**src/hw/rtl/gbsp_pkg.sv**
```systemverilog
// Package for the grid shortest-path block: grid limits, cell types, direction codes
// and the command and status structs between the controller and the datapath.
// No dependencies.
`timescale 1ns / 1ps
package gbsp_pkg;

   localparam int MaxCells = 63;
   localparam int CellW = 6;
   localparam int CodeW = 7;

   typedef logic [CellW-1:0] cell_type;
   typedef logic [CodeW-1:0] code_type;

   typedef enum logic [1:0] {
      DIR_UP    = 2'd0,
      DIR_DOWN  = 2'd1,
      DIR_LEFT  = 2'd2,
      DIR_RIGHT = 2'd3
   } dir_type;

   typedef struct packed {
      logic load;      // latch the query and clear the visited bits
      logic pop;       // take the queue head as the current cell
      logic expand;    // try the neighbor in direction dir
      dir_type dir;
      logic trace;     // step from cur toward start, push cur
      logic push_start;
      logic emit;      // load output register from the stack top
   } cmd_type;

   typedef struct packed {
      logic valid_q;   // both codes name cells
      logic q_empty;   // head reached tail
      logic at_target; // current cell is the target
      logic at_start;  // trace pointer is the start
      logic stack_one; // exactly one entry left on the stack
      logic trace_full;
   } sts_type;

endpackage

```
**src/hw/rtl/grid_bfs_shortest_path.sv**
```systemverilog
// Top level of the grid breadth-first shortest-path block: configuration register,
// controller and datapath. Depends on gbsp_pkg, gbsp_ctrl and gbsp_datapath.
//
// Channel  Direction  Payload
// req_     in         tdata[6:0] start_code, tdata[13:7] target_code
// rsp_     out        tdata[6:0] cell_code, tuser path_found, tlast last_cell
// csr_     in         data[62:0] blocked_mask
//
// A query checks the codes, then for each dequeued cell pops it, tests it and tries its
// four neighbors; on reaching the target it traces back, pushing each path cell, then
// pushes the start and emits one output beat per stack entry before returning to idle. The
// expansion loop tries one neighbor per cycle. Reset is synchronous and clears control
// state and the mask. A stalled rsp_ beat holds the output sequence; req_tready is low
// from acceptance until the last beat of the query is taken.
`timescale 1ns / 1ps
module grid_bfs_shortest_path
   import gbsp_pkg::*;
#(
   parameter int ROWS = 9,
   parameter int COLS = 7
) (
   input  logic        clock,
   input  logic        reset,
   input  logic        req_tvalid,
   output logic        req_tready,
   input  logic [15:0] req_tdata,   // [6:0] start_code, [13:7] target_code
   output logic        rsp_tvalid,
   input  logic        rsp_tready,
   output logic [7:0]  rsp_tdata,   // [6:0] cell_code
   output logic        rsp_tuser,   // [0] path_found
   output logic        rsp_tlast,
   input  logic        csr_valid,
   output logic        csr_ready,
   input  logic [62:0] csr_data
);

   logic [62:0] mask_ff;
   cmd_type     cmd;
   sts_type     sts;
   code_type    out_code;
   logic        found, busy;

   // The mask is only written while the block is idle.
   assign csr_ready = !busy;

   always_ff @(posedge clock) begin
      if (reset) mask_ff <= '0;
      else if (csr_valid && csr_ready) mask_ff <= csr_data;
   end

   gbsp_ctrl u_ctrl (
      .clock(clock), .reset(reset),
      .req_tvalid(req_tvalid), .req_tready(req_tready),
      .rsp_tvalid(rsp_tvalid), .rsp_tready(rsp_tready),
      .rsp_found(found), .rsp_last(rsp_tlast), .busy(busy),
      .sts(sts), .cmd(cmd)
   );

   gbsp_datapath #(.ROWS(ROWS), .COLS(COLS)) u_dp (
      .clock(clock), .reset(reset), .cmd(cmd),
      .start_code(req_tdata[6:0]), .target_code(req_tdata[13:7]),
      .blocked(mask_ff), .sts(sts), .out_code(out_code)
   );

   // Not-found beats carry a zero code.
   assign rsp_tdata = {1'b0, found ? out_code : 7'd0};
   assign rsp_tuser = found;

`ifndef SYNTHESIS
   a_not_ready_busy: assert property (@(posedge clock) disable iff (reset)
      req_tready |-> !rsp_tvalid) else $error("ready while beat pending");
   a_nf_code: assert property (@(posedge clock) disable iff (reset)
      (rsp_tvalid && !rsp_tuser) |-> (rsp_tlast && rsp_tdata == 8'd0))
      else $error("bad not-found beat");
   a_busy: assert property (@(posedge clock) disable iff (reset)
      (req_tvalid && req_tready) |=> busy) else $error("not busy after accept");
`endif

endmodule

```
**src/hw/rtl/gbsp_datapath.sv**
```systemverilog
// Datapath of the grid shortest-path block: visited bits, parent store, queue,
// path stack and the code conversion. Uses gbsp_pkg.
`timescale 1ns / 1ps
module gbsp_datapath
   import gbsp_pkg::*;
#(
   parameter int ROWS = 9,
   parameter int COLS = 7
) (
   input  logic          clock,
   input  logic          reset,
   input  cmd_type       cmd,
   input  code_type      start_code,
   input  code_type      target_code,
   input  logic [62:0]   blocked,
   output sts_type       sts,
   output code_type      out_code
);

   localparam int NCells = ROWS * COLS;

   logic [NCells-1:0] visited_ff, visited_in;
   logic [1:0]        parent_mem [NCells];
   cell_type          queue_mem  [NCells];
   code_type          stack_mem  [NCells];
   cell_type          start_ff, target_ff, cur_ff, cur_in;
   cell_type          q_rd_ff;
   cell_type          start_cell, target_cell;
   code_type          start_code_ff;
   code_type          cur_code;
   logic              valid_ff;
   logic [3:0]        cur_r_ff, cur_c_ff, cur_r_in, cur_c_in;
   logic [CellW:0]    head_ff, tail_ff, len_ff;
   logic [CellW:0]    head_in, tail_in, len_in;
   logic [3:0]        nr, nc;
   logic              nb_ok;
   cell_type          nb;
   logic [1:0]        pdir_ff;
   logic [7:0]        pop_rc;
   logic [3:0]        sr, sc, tr, tc;
   logic              sok, tok;

   // Decimal code to row and column; tens and units digits are narrow, so a compare chain.
   function automatic logic [7:0] split(input code_type code);
      logic [3:0] t;
      logic [6:0] u;
      t = 4'd0;
      u = code;
      if (code >= 7'd90) begin t = 4'd9; u = code - 7'd90; end
      else if (code >= 7'd80) begin t = 4'd8; u = code - 7'd80; end
      else if (code >= 7'd70) begin t = 4'd7; u = code - 7'd70; end
      else if (code >= 7'd60) begin t = 4'd6; u = code - 7'd60; end
      else if (code >= 7'd50) begin t = 4'd5; u = code - 7'd50; end
      else if (code >= 7'd40) begin t = 4'd4; u = code - 7'd40; end
      else if (code >= 7'd30) begin t = 4'd3; u = code - 7'd30; end
      else if (code >= 7'd20) begin t = 4'd2; u = code - 7'd20; end
      else if (code >= 7'd10) begin t = 4'd1; u = code - 7'd10; end
      if (code >= 7'd100) t = 4'd15;
      return {t, u[3:0]};
   endfunction

   // Cell index to row and column by comparing against the first index of each row.
   function automatic logic [7:0] cell_rc(input cell_type idx);
      logic [3:0] r;
      cell_type   base;
      r = 4'd0;
      base = '0;
      for (int i = 1; i < ROWS; i++) begin
         if (idx >= CellW'(i * COLS)) begin
            r = 4'(i);
            base = CellW'(i * COLS);
         end
      end
      return {r, 4'(idx - base)};
   endfunction

   always_comb begin
      {tr, tc} = split(target_code);
      {sr, sc} = split(start_code);
      sok = (sr != 4'd0) && (sr <= 4'(ROWS)) && (sc != 4'd0) && (sc <= 4'(COLS));
      tok = (tr != 4'd0) && (tr <= 4'(ROWS)) && (tc != 4'd0) && (tc <= 4'(COLS));
      start_cell = CellW'(sr - 4'd1) * CellW'(COLS) + CellW'(sc - 4'd1);
      target_cell = CellW'(tr - 4'd1) * CellW'(COLS) + CellW'(tc - 4'd1);
   end

   always_comb begin
      nr = cur_r_ff;
      nc = cur_c_ff;
      nb_ok = 1'b1;
      case (cmd.dir)
         DIR_UP: begin
            nb_ok = (cur_r_ff != 4'd0);
            nr = cur_r_ff - 4'd1;
         end
         DIR_DOWN: begin
            nb_ok = (cur_r_ff != 4'(ROWS - 1));
            nr = cur_r_ff + 4'd1;
         end
         DIR_LEFT: begin
            nb_ok = (cur_c_ff != 4'd0);
            nc = cur_c_ff - 4'd1;
         end
         default: begin
            nb_ok = (cur_c_ff != 4'(COLS - 1));
            nc = cur_c_ff + 4'd1;
         end
      endcase
      nb = CellW'(nr) * CellW'(COLS) + CellW'(nc);
      if (nb_ok) nb_ok = !blocked[nb] && !visited_ff[nb] && (tail_ff < 7'(NCells));
   end

   assign pop_rc = cell_rc(q_rd_ff);
   assign cur_code = 7'(cur_r_ff) * 7'd10 + 7'(cur_c_ff) + 7'd11;

   always_comb begin
      visited_in = visited_ff;
      head_in = head_ff;
      tail_in = tail_ff;
      len_in = len_ff;
      cur_in = cur_ff;
      cur_r_in = cur_r_ff;
      cur_c_in = cur_c_ff;
      if (cmd.load) begin
         visited_in = '0;
         visited_in[start_cell] = 1'b1;
         head_in = '0;
         tail_in = 7'd1;
         len_in = '0;
      end
      if (cmd.pop) begin
         cur_in = q_rd_ff;
         cur_r_in = pop_rc[7:4];
         cur_c_in = pop_rc[3:0];
         head_in = head_ff + 7'd1;
      end
      if (cmd.expand && nb_ok) begin
         visited_in[nb] = 1'b1;
         tail_in = tail_ff + 7'd1;
      end
      if (cmd.trace) begin
         len_in = len_ff + 7'd1;
         case (pdir_ff)
            DIR_UP:   cur_r_in = cur_r_ff + 4'd1;
            DIR_DOWN: cur_r_in = cur_r_ff - 4'd1;
            DIR_LEFT: cur_c_in = cur_c_ff + 4'd1;
            default:  cur_c_in = cur_c_ff - 4'd1;
         endcase
         cur_in = CellW'(cur_r_in) * CellW'(COLS) + CellW'(cur_c_in);
      end
      if (cmd.push_start) len_in = len_ff + 7'd1;
      if (cmd.emit) len_in = len_ff - 7'd1;
   end

   always_ff @(posedge clock) begin
      if (reset) begin
         valid_ff <= 1'b0;
         head_ff <= '0;
         tail_ff <= '0;
         len_ff <= '0;
      end else begin
         if (cmd.load) valid_ff <= sok && tok;
         head_ff <= head_in;
         tail_ff <= tail_in;
         len_ff <= len_in;
      end
      visited_ff <= visited_in;
      cur_ff <= cur_in;
      cur_r_ff <= cur_r_in;
      cur_c_ff <= cur_c_in;
      // Parent of the next current cell, so it lines up with cur_ff.
      pdir_ff <= parent_mem[cur_in];
      // Queue head, with the entry being written forwarded when the queue was empty.
      if (cmd.expand && nb_ok && (tail_ff == head_ff)) q_rd_ff <= nb;
      else q_rd_ff <= queue_mem[head_ff[CellW-1:0]];
      if (cmd.load) begin
         start_ff <= start_cell;
         target_ff <= target_cell;
         start_code_ff <= start_code;
         queue_mem[0] <= start_cell;
      end
      if (cmd.expand && nb_ok) begin
         parent_mem[nb] <= cmd.dir;
         queue_mem[tail_ff[CellW-1:0]] <= nb;
      end
      if (cmd.trace) stack_mem[len_ff[CellW-1:0]] <= cur_code;
      if (cmd.push_start) stack_mem[len_ff[CellW-1:0]] <= start_code_ff;
      if (cmd.emit) out_code <= stack_mem[CellW'(len_ff - 7'd1)];
   end

   assign sts.valid_q = valid_ff;
   assign sts.q_empty = (head_ff == tail_ff);
   assign sts.at_target = (cur_ff == target_ff);
   assign sts.at_start = (cur_ff == start_ff);
   assign sts.stack_one = (len_ff == 7'd1);
   assign sts.trace_full = (len_ff >= 7'(MaxCells - 1));

endmodule

```
**src/hw/rtl/gbsp_ctrl.sv**
```systemverilog
// Controller of the grid shortest-path block: sequences search, trace-back and
// output beats. Uses gbsp_pkg.
`timescale 1ns / 1ps
module gbsp_ctrl
   import gbsp_pkg::*;
(
   input  logic    clock,
   input  logic    reset,
   input  logic    req_tvalid,
   output logic    req_tready,
   output logic    rsp_tvalid,
   input  logic    rsp_tready,
   output logic    rsp_found,
   output logic    rsp_last,
   output logic    busy,
   input  sts_type sts,
   output cmd_type cmd
);

   typedef enum logic [2:0] {
      S_IDLE, S_CHECK, S_POP, S_TEST, S_EXPAND, S_TRACE, S_EMIT, S_OUT
   } state_type;

   state_type state_ff;
   dir_type   dir_ff;
   logic      out_v_ff, found_ff, last_ff;
   logic      out_load;

   assign req_tready = (state_ff == S_IDLE) && !out_v_ff;
   assign rsp_tvalid = out_v_ff;
   assign rsp_found = found_ff;
   assign rsp_last = last_ff;
   assign busy = (state_ff != S_IDLE) || out_v_ff;

   always_comb begin
      cmd = '0;
      cmd.dir = dir_ff;
      case (state_ff)
         S_IDLE:   cmd.load = req_tvalid && req_tready;
         S_POP:    cmd.pop = !sts.q_empty;
         S_EXPAND: cmd.expand = 1'b1;
         S_TRACE: begin
            cmd.trace = !sts.at_start && !sts.trace_full;
            cmd.push_start = !cmd.trace;
         end
         S_EMIT:   cmd.emit = !out_v_ff || rsp_tready;
         default:  cmd.dir = dir_ff;
      endcase
   end

   // A new beat is loaded on a not-found outcome or on each emitted path cell.
   assign out_load = ((state_ff == S_CHECK) && !sts.valid_q) ||
                     ((state_ff == S_POP) && sts.q_empty) ||
                     ((state_ff == S_EMIT) && cmd.emit);

   always_ff @(posedge clock) begin
      if (reset) begin
         state_ff <= S_IDLE;
         dir_ff <= DIR_UP;
         out_v_ff <= 1'b0;
         found_ff <= 1'b0;
         last_ff <= 1'b0;
      end else begin
         out_v_ff <= out_load || (out_v_ff && !rsp_tready);
         case (state_ff)
            S_IDLE: if (cmd.load) state_ff <= S_CHECK;
            S_CHECK: begin
               if (sts.valid_q) state_ff <= S_POP;
               else begin
                  found_ff <= 1'b0; last_ff <= 1'b1;
                  state_ff <= S_OUT;
               end
            end
            S_POP: begin
               if (sts.q_empty) begin
                  found_ff <= 1'b0; last_ff <= 1'b1;
                  state_ff <= S_OUT;
               end else state_ff <= S_TEST;
            end
            S_TEST: begin
               dir_ff <= DIR_UP;
               state_ff <= sts.at_target ? S_TRACE : S_EXPAND;
            end
            S_EXPAND: begin
               dir_ff <= dir_type'(dir_ff + 2'd1);
               if (dir_ff == DIR_RIGHT) state_ff <= S_POP;
            end
            S_TRACE: if (cmd.push_start) state_ff <= S_EMIT;
            S_EMIT: begin
               if (cmd.emit) begin
                  found_ff <= 1'b1; last_ff <= sts.stack_one;
                  if (sts.stack_one) state_ff <= S_OUT;
               end
            end
            S_OUT: if (!out_v_ff || rsp_tready) state_ff <= S_IDLE;
            default: state_ff <= S_IDLE;
         endcase
      end
   end

`ifndef SYNTHESIS
   a_emit_free: assert property (@(posedge clock) disable iff (reset)
      cmd.emit |-> (!out_v_ff || rsp_tready)) else $error("emit over pending beat");
   a_no_accept_busy: assert property (@(posedge clock) disable iff (reset)
      cmd.load |=> state_ff == S_CHECK) else $error("load did not start query");
   a_last_idle: assert property (@(posedge clock) disable iff (reset)
      (out_v_ff && !last_ff) |-> state_ff == S_EMIT) else $error("stray partial beat");
`endif

endmodule
```
**config.mk**
```make
export PLATFORM = sky130hd
export DESIGN_NAME = grid_bfs_shortest_path
export DESIGN_NICKNAME = d
export VERILOG_FILES = /design/src/hw/rtl/gbsp_pkg.sv /design/src/hw/rtl/grid_bfs_shortest_path.sv /design/src/hw/rtl/gbsp_datapath.sv /design/src/hw/rtl/gbsp_ctrl.sv
export SDC_FILE = /design/constraint.sdc
export NUM_CORES = 2
export LEC_CHECK = 0
export BUFFER_PORTS_ARGS = -buffer_cell sky130_fd_sc_hd__buf_2
export CORE_MARGIN = 2
export CORE_UTILIZATION = 40
export DETAILED_ROUTE_END_ITERATION = 6
export PLACE_DENSITY = 0.52
export SYNTH_ARGS = -nofsm -noshare
export SYNTH_HDL_FRONTEND = slang
export SYNTH_SLANG_ARGS = --single-unit
```
**constraint.sdc**
```tcl
create_clock -name clock -period 11.9 [get_ports clock]
set_input_delay 2.975 -clock clock [delete_from_list [all_inputs] [get_ports clock]]
set_output_delay 2.975 -clock clock [all_outputs]
set_load 0.01 [all_outputs]
```
==> out/metrics.yaml <==
outcome: "finished clean"
clock_skew_ns: 0.04126
fillers: 11010
crit_slowest_cell: "clkinv_1"
drt_iter0_drc: 3354
muxShareOfSynthArea_pct: 13.52
synthSimpleGateAreaFrac_pct: 7.776
ys.flop_type: "edfxtp_1"
cp_cell_sequence: "buf_2, inv_1, ha_1, or3b_1, and3_1, nand2b_1, a21o_1, a21oi_1, o31ai_1, inv_1, ha_1, xnor2_1, ha_1, xnor2_1, fa_1, inv_1, ha_1, a21oi_1, xor2_1, clkinv_1, nand2_1, o21ai_4, buf_4"
rr_startpoint: "u_ctrl.dir_ff[0]"
cpMostUsedCell: "ha_1"
grt_usage_pct: 20.19
critical_path.top_delay_family: "buffers and inverters"
clk_pin_slew_ns: 0.06
crit_required_ns: 12.28
cap_violations: 0
coreArea_um2: 125600
path_class: "in -> reg"
finalHoldViolations: 0
yosysSeqAreaShare_pct: 64.89
first_pass_iters: 6
max_slew_margin_pct: 14.37
num_vias: 29860
hp-start: "mask_ff[3]"
synthAdderAreaFrac_pct: 3.056
clock-sinks: 1155
place_ws_ns: 2.049
crit_arrival_ns: 9.56
worstHoldEndpoint: "mask_ff[3]"
synth_top_family_by_area: "multiplexers"
crit_path_end_kind: "flop"
drive_gt1_share_pct: 19.27
start_util_pct: 40.30
min_period_ns: 9.176
synth-xor-area-share_pct: 1.446
antenna_left: 0
crit_path_start: "req_tdata[3]"
grt_pass1_vias: 29740
synth_edf_count: 971
dp_hpwl_mm: 86.88
rsz0062_at_grt: "no"
io_pins: 97
finalCritPeriodShare_pct: 77.11
syn_to_final_growth_pct: 12.55
synth_compound_area_share_pct: 6.913
tightest_slew_ns: 1.273
cp-start-kind: "primary input"
yosys_warnings: 0
die_x_um: 359.7
cts_tree: "done"
routed_via_density: 5.760
whs_path_depth: 2
fin_ws_ns: 2.724
nets: 3619
syn_area_um2: 50610
die_area_um2: 129400
cts_buffer_depth: 3
crit_path_max_incr_delay_ns: 0.75
num_rows: 130
ys_ff_latch: 1155
rrSetupSlack_ns: 3.67
yosys.cell_types.count: 95
cts-root-buf: "clkbuf_16"
syn_avg_cell_area_um2: 15.03
synth_fp_nets: 3557
r2r_cells: 20
hold_class: "reg -> reg"
antenna_found_initial: 8
hold_buffers: 0
synth_cells: 3366
clock_latency_ns: 0.74
grt_pass1_wl_mm: 196.1
drv_slew: 0
setup_viol: 0
finalSetupTns_ns: 0
drcViolationCount: 0
gp_congestion: 0.8812
cp_max_fo: 63
r2r-end: "u_dp.queue_mem[48][2]"
fmax_mhz: 109.0
routedWlPerCell_um: 25.37
postCtsSetupBuffers: 0
globalRouteOverflowTotal: 0
port_buffers: 93
cts_buffers: 120
path_buf_inv: 6
grt_max_degree: 122
cts.repair.resized: 0
wirelength_mm: 131.5
synthArstFlopShare_pct: 0
die_y_um: 359.7
place_inst: 4956
cts_max_level: 3
n_antenna_cell: 0
instances_no_fill: 5184
per-layer routing:
metal	global-route usage, %	vias up	wire length, µm
met5	0	-	67
met4	5.957	10	3037
met3	4.265	193	9984
met2	30.62	1079	59940
met1	29.30	15310	58490
li1	-	13270	-
synthesized netlist by cell type (39+ instances only):
| cell type | n | area (µm²) |
|---|---|---|
| edfxtp_1 | 971 | 29160 |
| mux2i_1 | 74 | 740.7 |
| nand2_1 | 294 | 1104 |
| nor3_1 | 132 | 660.6 |
| mux4_2 | 262 | 5901 |
| a21oi_1 | 160 | 800.8 |
| clkbuf_1 | 135 | 506.7 |
| xnor2_1 | 39 | 341.6 |
| a221o_1 | 67 | 670.6 |
| ha_1 | 82 | 1026 |
| inv_1 | 80 | 300.3 |
| o21ai_0 | 69 | 345.3 |
| nand3_1 | 48 | 240.2 |
| dfxtp_1 | 184 | 3684 |
| nor2_1 | 243 | 912.1 |
cells in the final DEF, fill, tap and decap left out, types with 16 or more instances in the layout:
master / Yosys / routed
edfxtp_1: 971 / 971
nand2_1: 294 / 292
mux4_2: 262 / 262
nor2_1: 243 / 243
dfxtp_1: 184 / 178
a21oi_1: 160 / 155
nor3_1: 132 / 132
clkbuf_16: 0 / 123
buf_2: 35 / 92
ha_1: 82 / 81
inv_1: 80 / 80
mux2i_1: 74 / 74
a221o_1: 67 / 67
o21ai_0: 69 / 65
buf_4: 3 / 58
nand3_1: 48 / 48
xnor2_1: 39 / 36
xor2_1: 34 / 33
clkinv_2: 0 / 30
fa_1: 25 / 24
a211oi_1: 23 / 23
nor4_1: 26 / 22
clkbuf_1: 135 / 22
or3_1: 21 / 21
clkinv_1: 3 / 19
o211ai_1: 18 / 18
a31oi_1: 16 / 16
stage by stage:
step	hold slack [ns]	instance area [µm²]	util (%)
CTS	0.4568	56940	45.35
finish	0.4550	56960	45.36
floorplan	0.4312	50610	-
global placement	0.4470	52910	42.14
global route	0.4763	56960	45.36
detailed placement	0.4478	52910	42.14
worst max-delay path by stage:
stage | endpoint | cells past startpoint
floorplan | u_dp.queue_mem[0][5] | 24
global placement | u_dp.queue_mem[22][4] | 22
detailed placement | u_dp.queue_mem[21][4] | 22
CTS | u_dp.queue_mem[19][4] | 22
global route | u_dp.queue_mem[16][4] | 22
finish | u_dp.queue_mem[16][4] | 23
worst register-to-register path, cell delays in order, from the launching register on:
cell and delay, ns:
dfxtp_2 0.31, buf_4 0.54, inv_1 0.15, ha_1 0.34
or2_2 0.37, a31oi_1 0.50, inv_1 0.23, fa_1 0.54
fa_1 0.49, ha_1 0.37, nor2b_1 0.15, o21ai_0 0.14
nand2b_1 0.12, xor2_1 0.54, nand2_1 0.63, o311ai_1 0.57
a211o_4 0.23, buf_4 0.74, nand2_1 0.27, o21ai_4 0.11
buf_4 0.55
flip-flops by register name, summed over array words and instances (netlist names), 3 cells and up, named ones only:
register / cells
mask_ff: 63
u_ctrl.state_ff: 3
u_dp.cur_c_ff: 4
u_dp.cur_ff: 6
u_dp.cur_r_ff: 4
u_dp.head_ff: 7
u_dp.len_ff: 7
u_dp.out_code: 7
u_dp.parent_mem: 126
u_dp.q_rd_ff: 6
u_dp.queue_mem: 378
u_dp.stack_mem: 441
u_dp.start_code_ff: 7
u_dp.start_ff: 6
u_dp.tail_ff: 7
u_dp.target_ff: 6
u_dp.visited_ff: 63
cell families after synthesis:
kind of cell | count (synthesis)
buffers and inverters | 300
flip-flops | 1155
other | 1
AND/OR/NAND/NOR | 868
AO/OA/AOI/OAI | 501
multiplexers | 354
adder cells (fa/ha/maj) | 109
XOR/XNOR | 78
layout make-up:
class / count / area (µm²) / share of cell area [%]
clock buffer: 150 / 3229 / 5.670
inverter: 89 / 336.6 / 0.5909
timing repair buffer: 151 / 915.9 / 1.608
clock inverter: 78 / 799.5 / 1.404
sequential: 1155 / 32860 / 57.68
tap: 1650 / 2064 / 3.624
multi-input combinational: 1911 / 16760 / 29.42
Power is not shown: default switching activity piles up to over one toggle a cycle in this logic, so the estimate is an artifact.
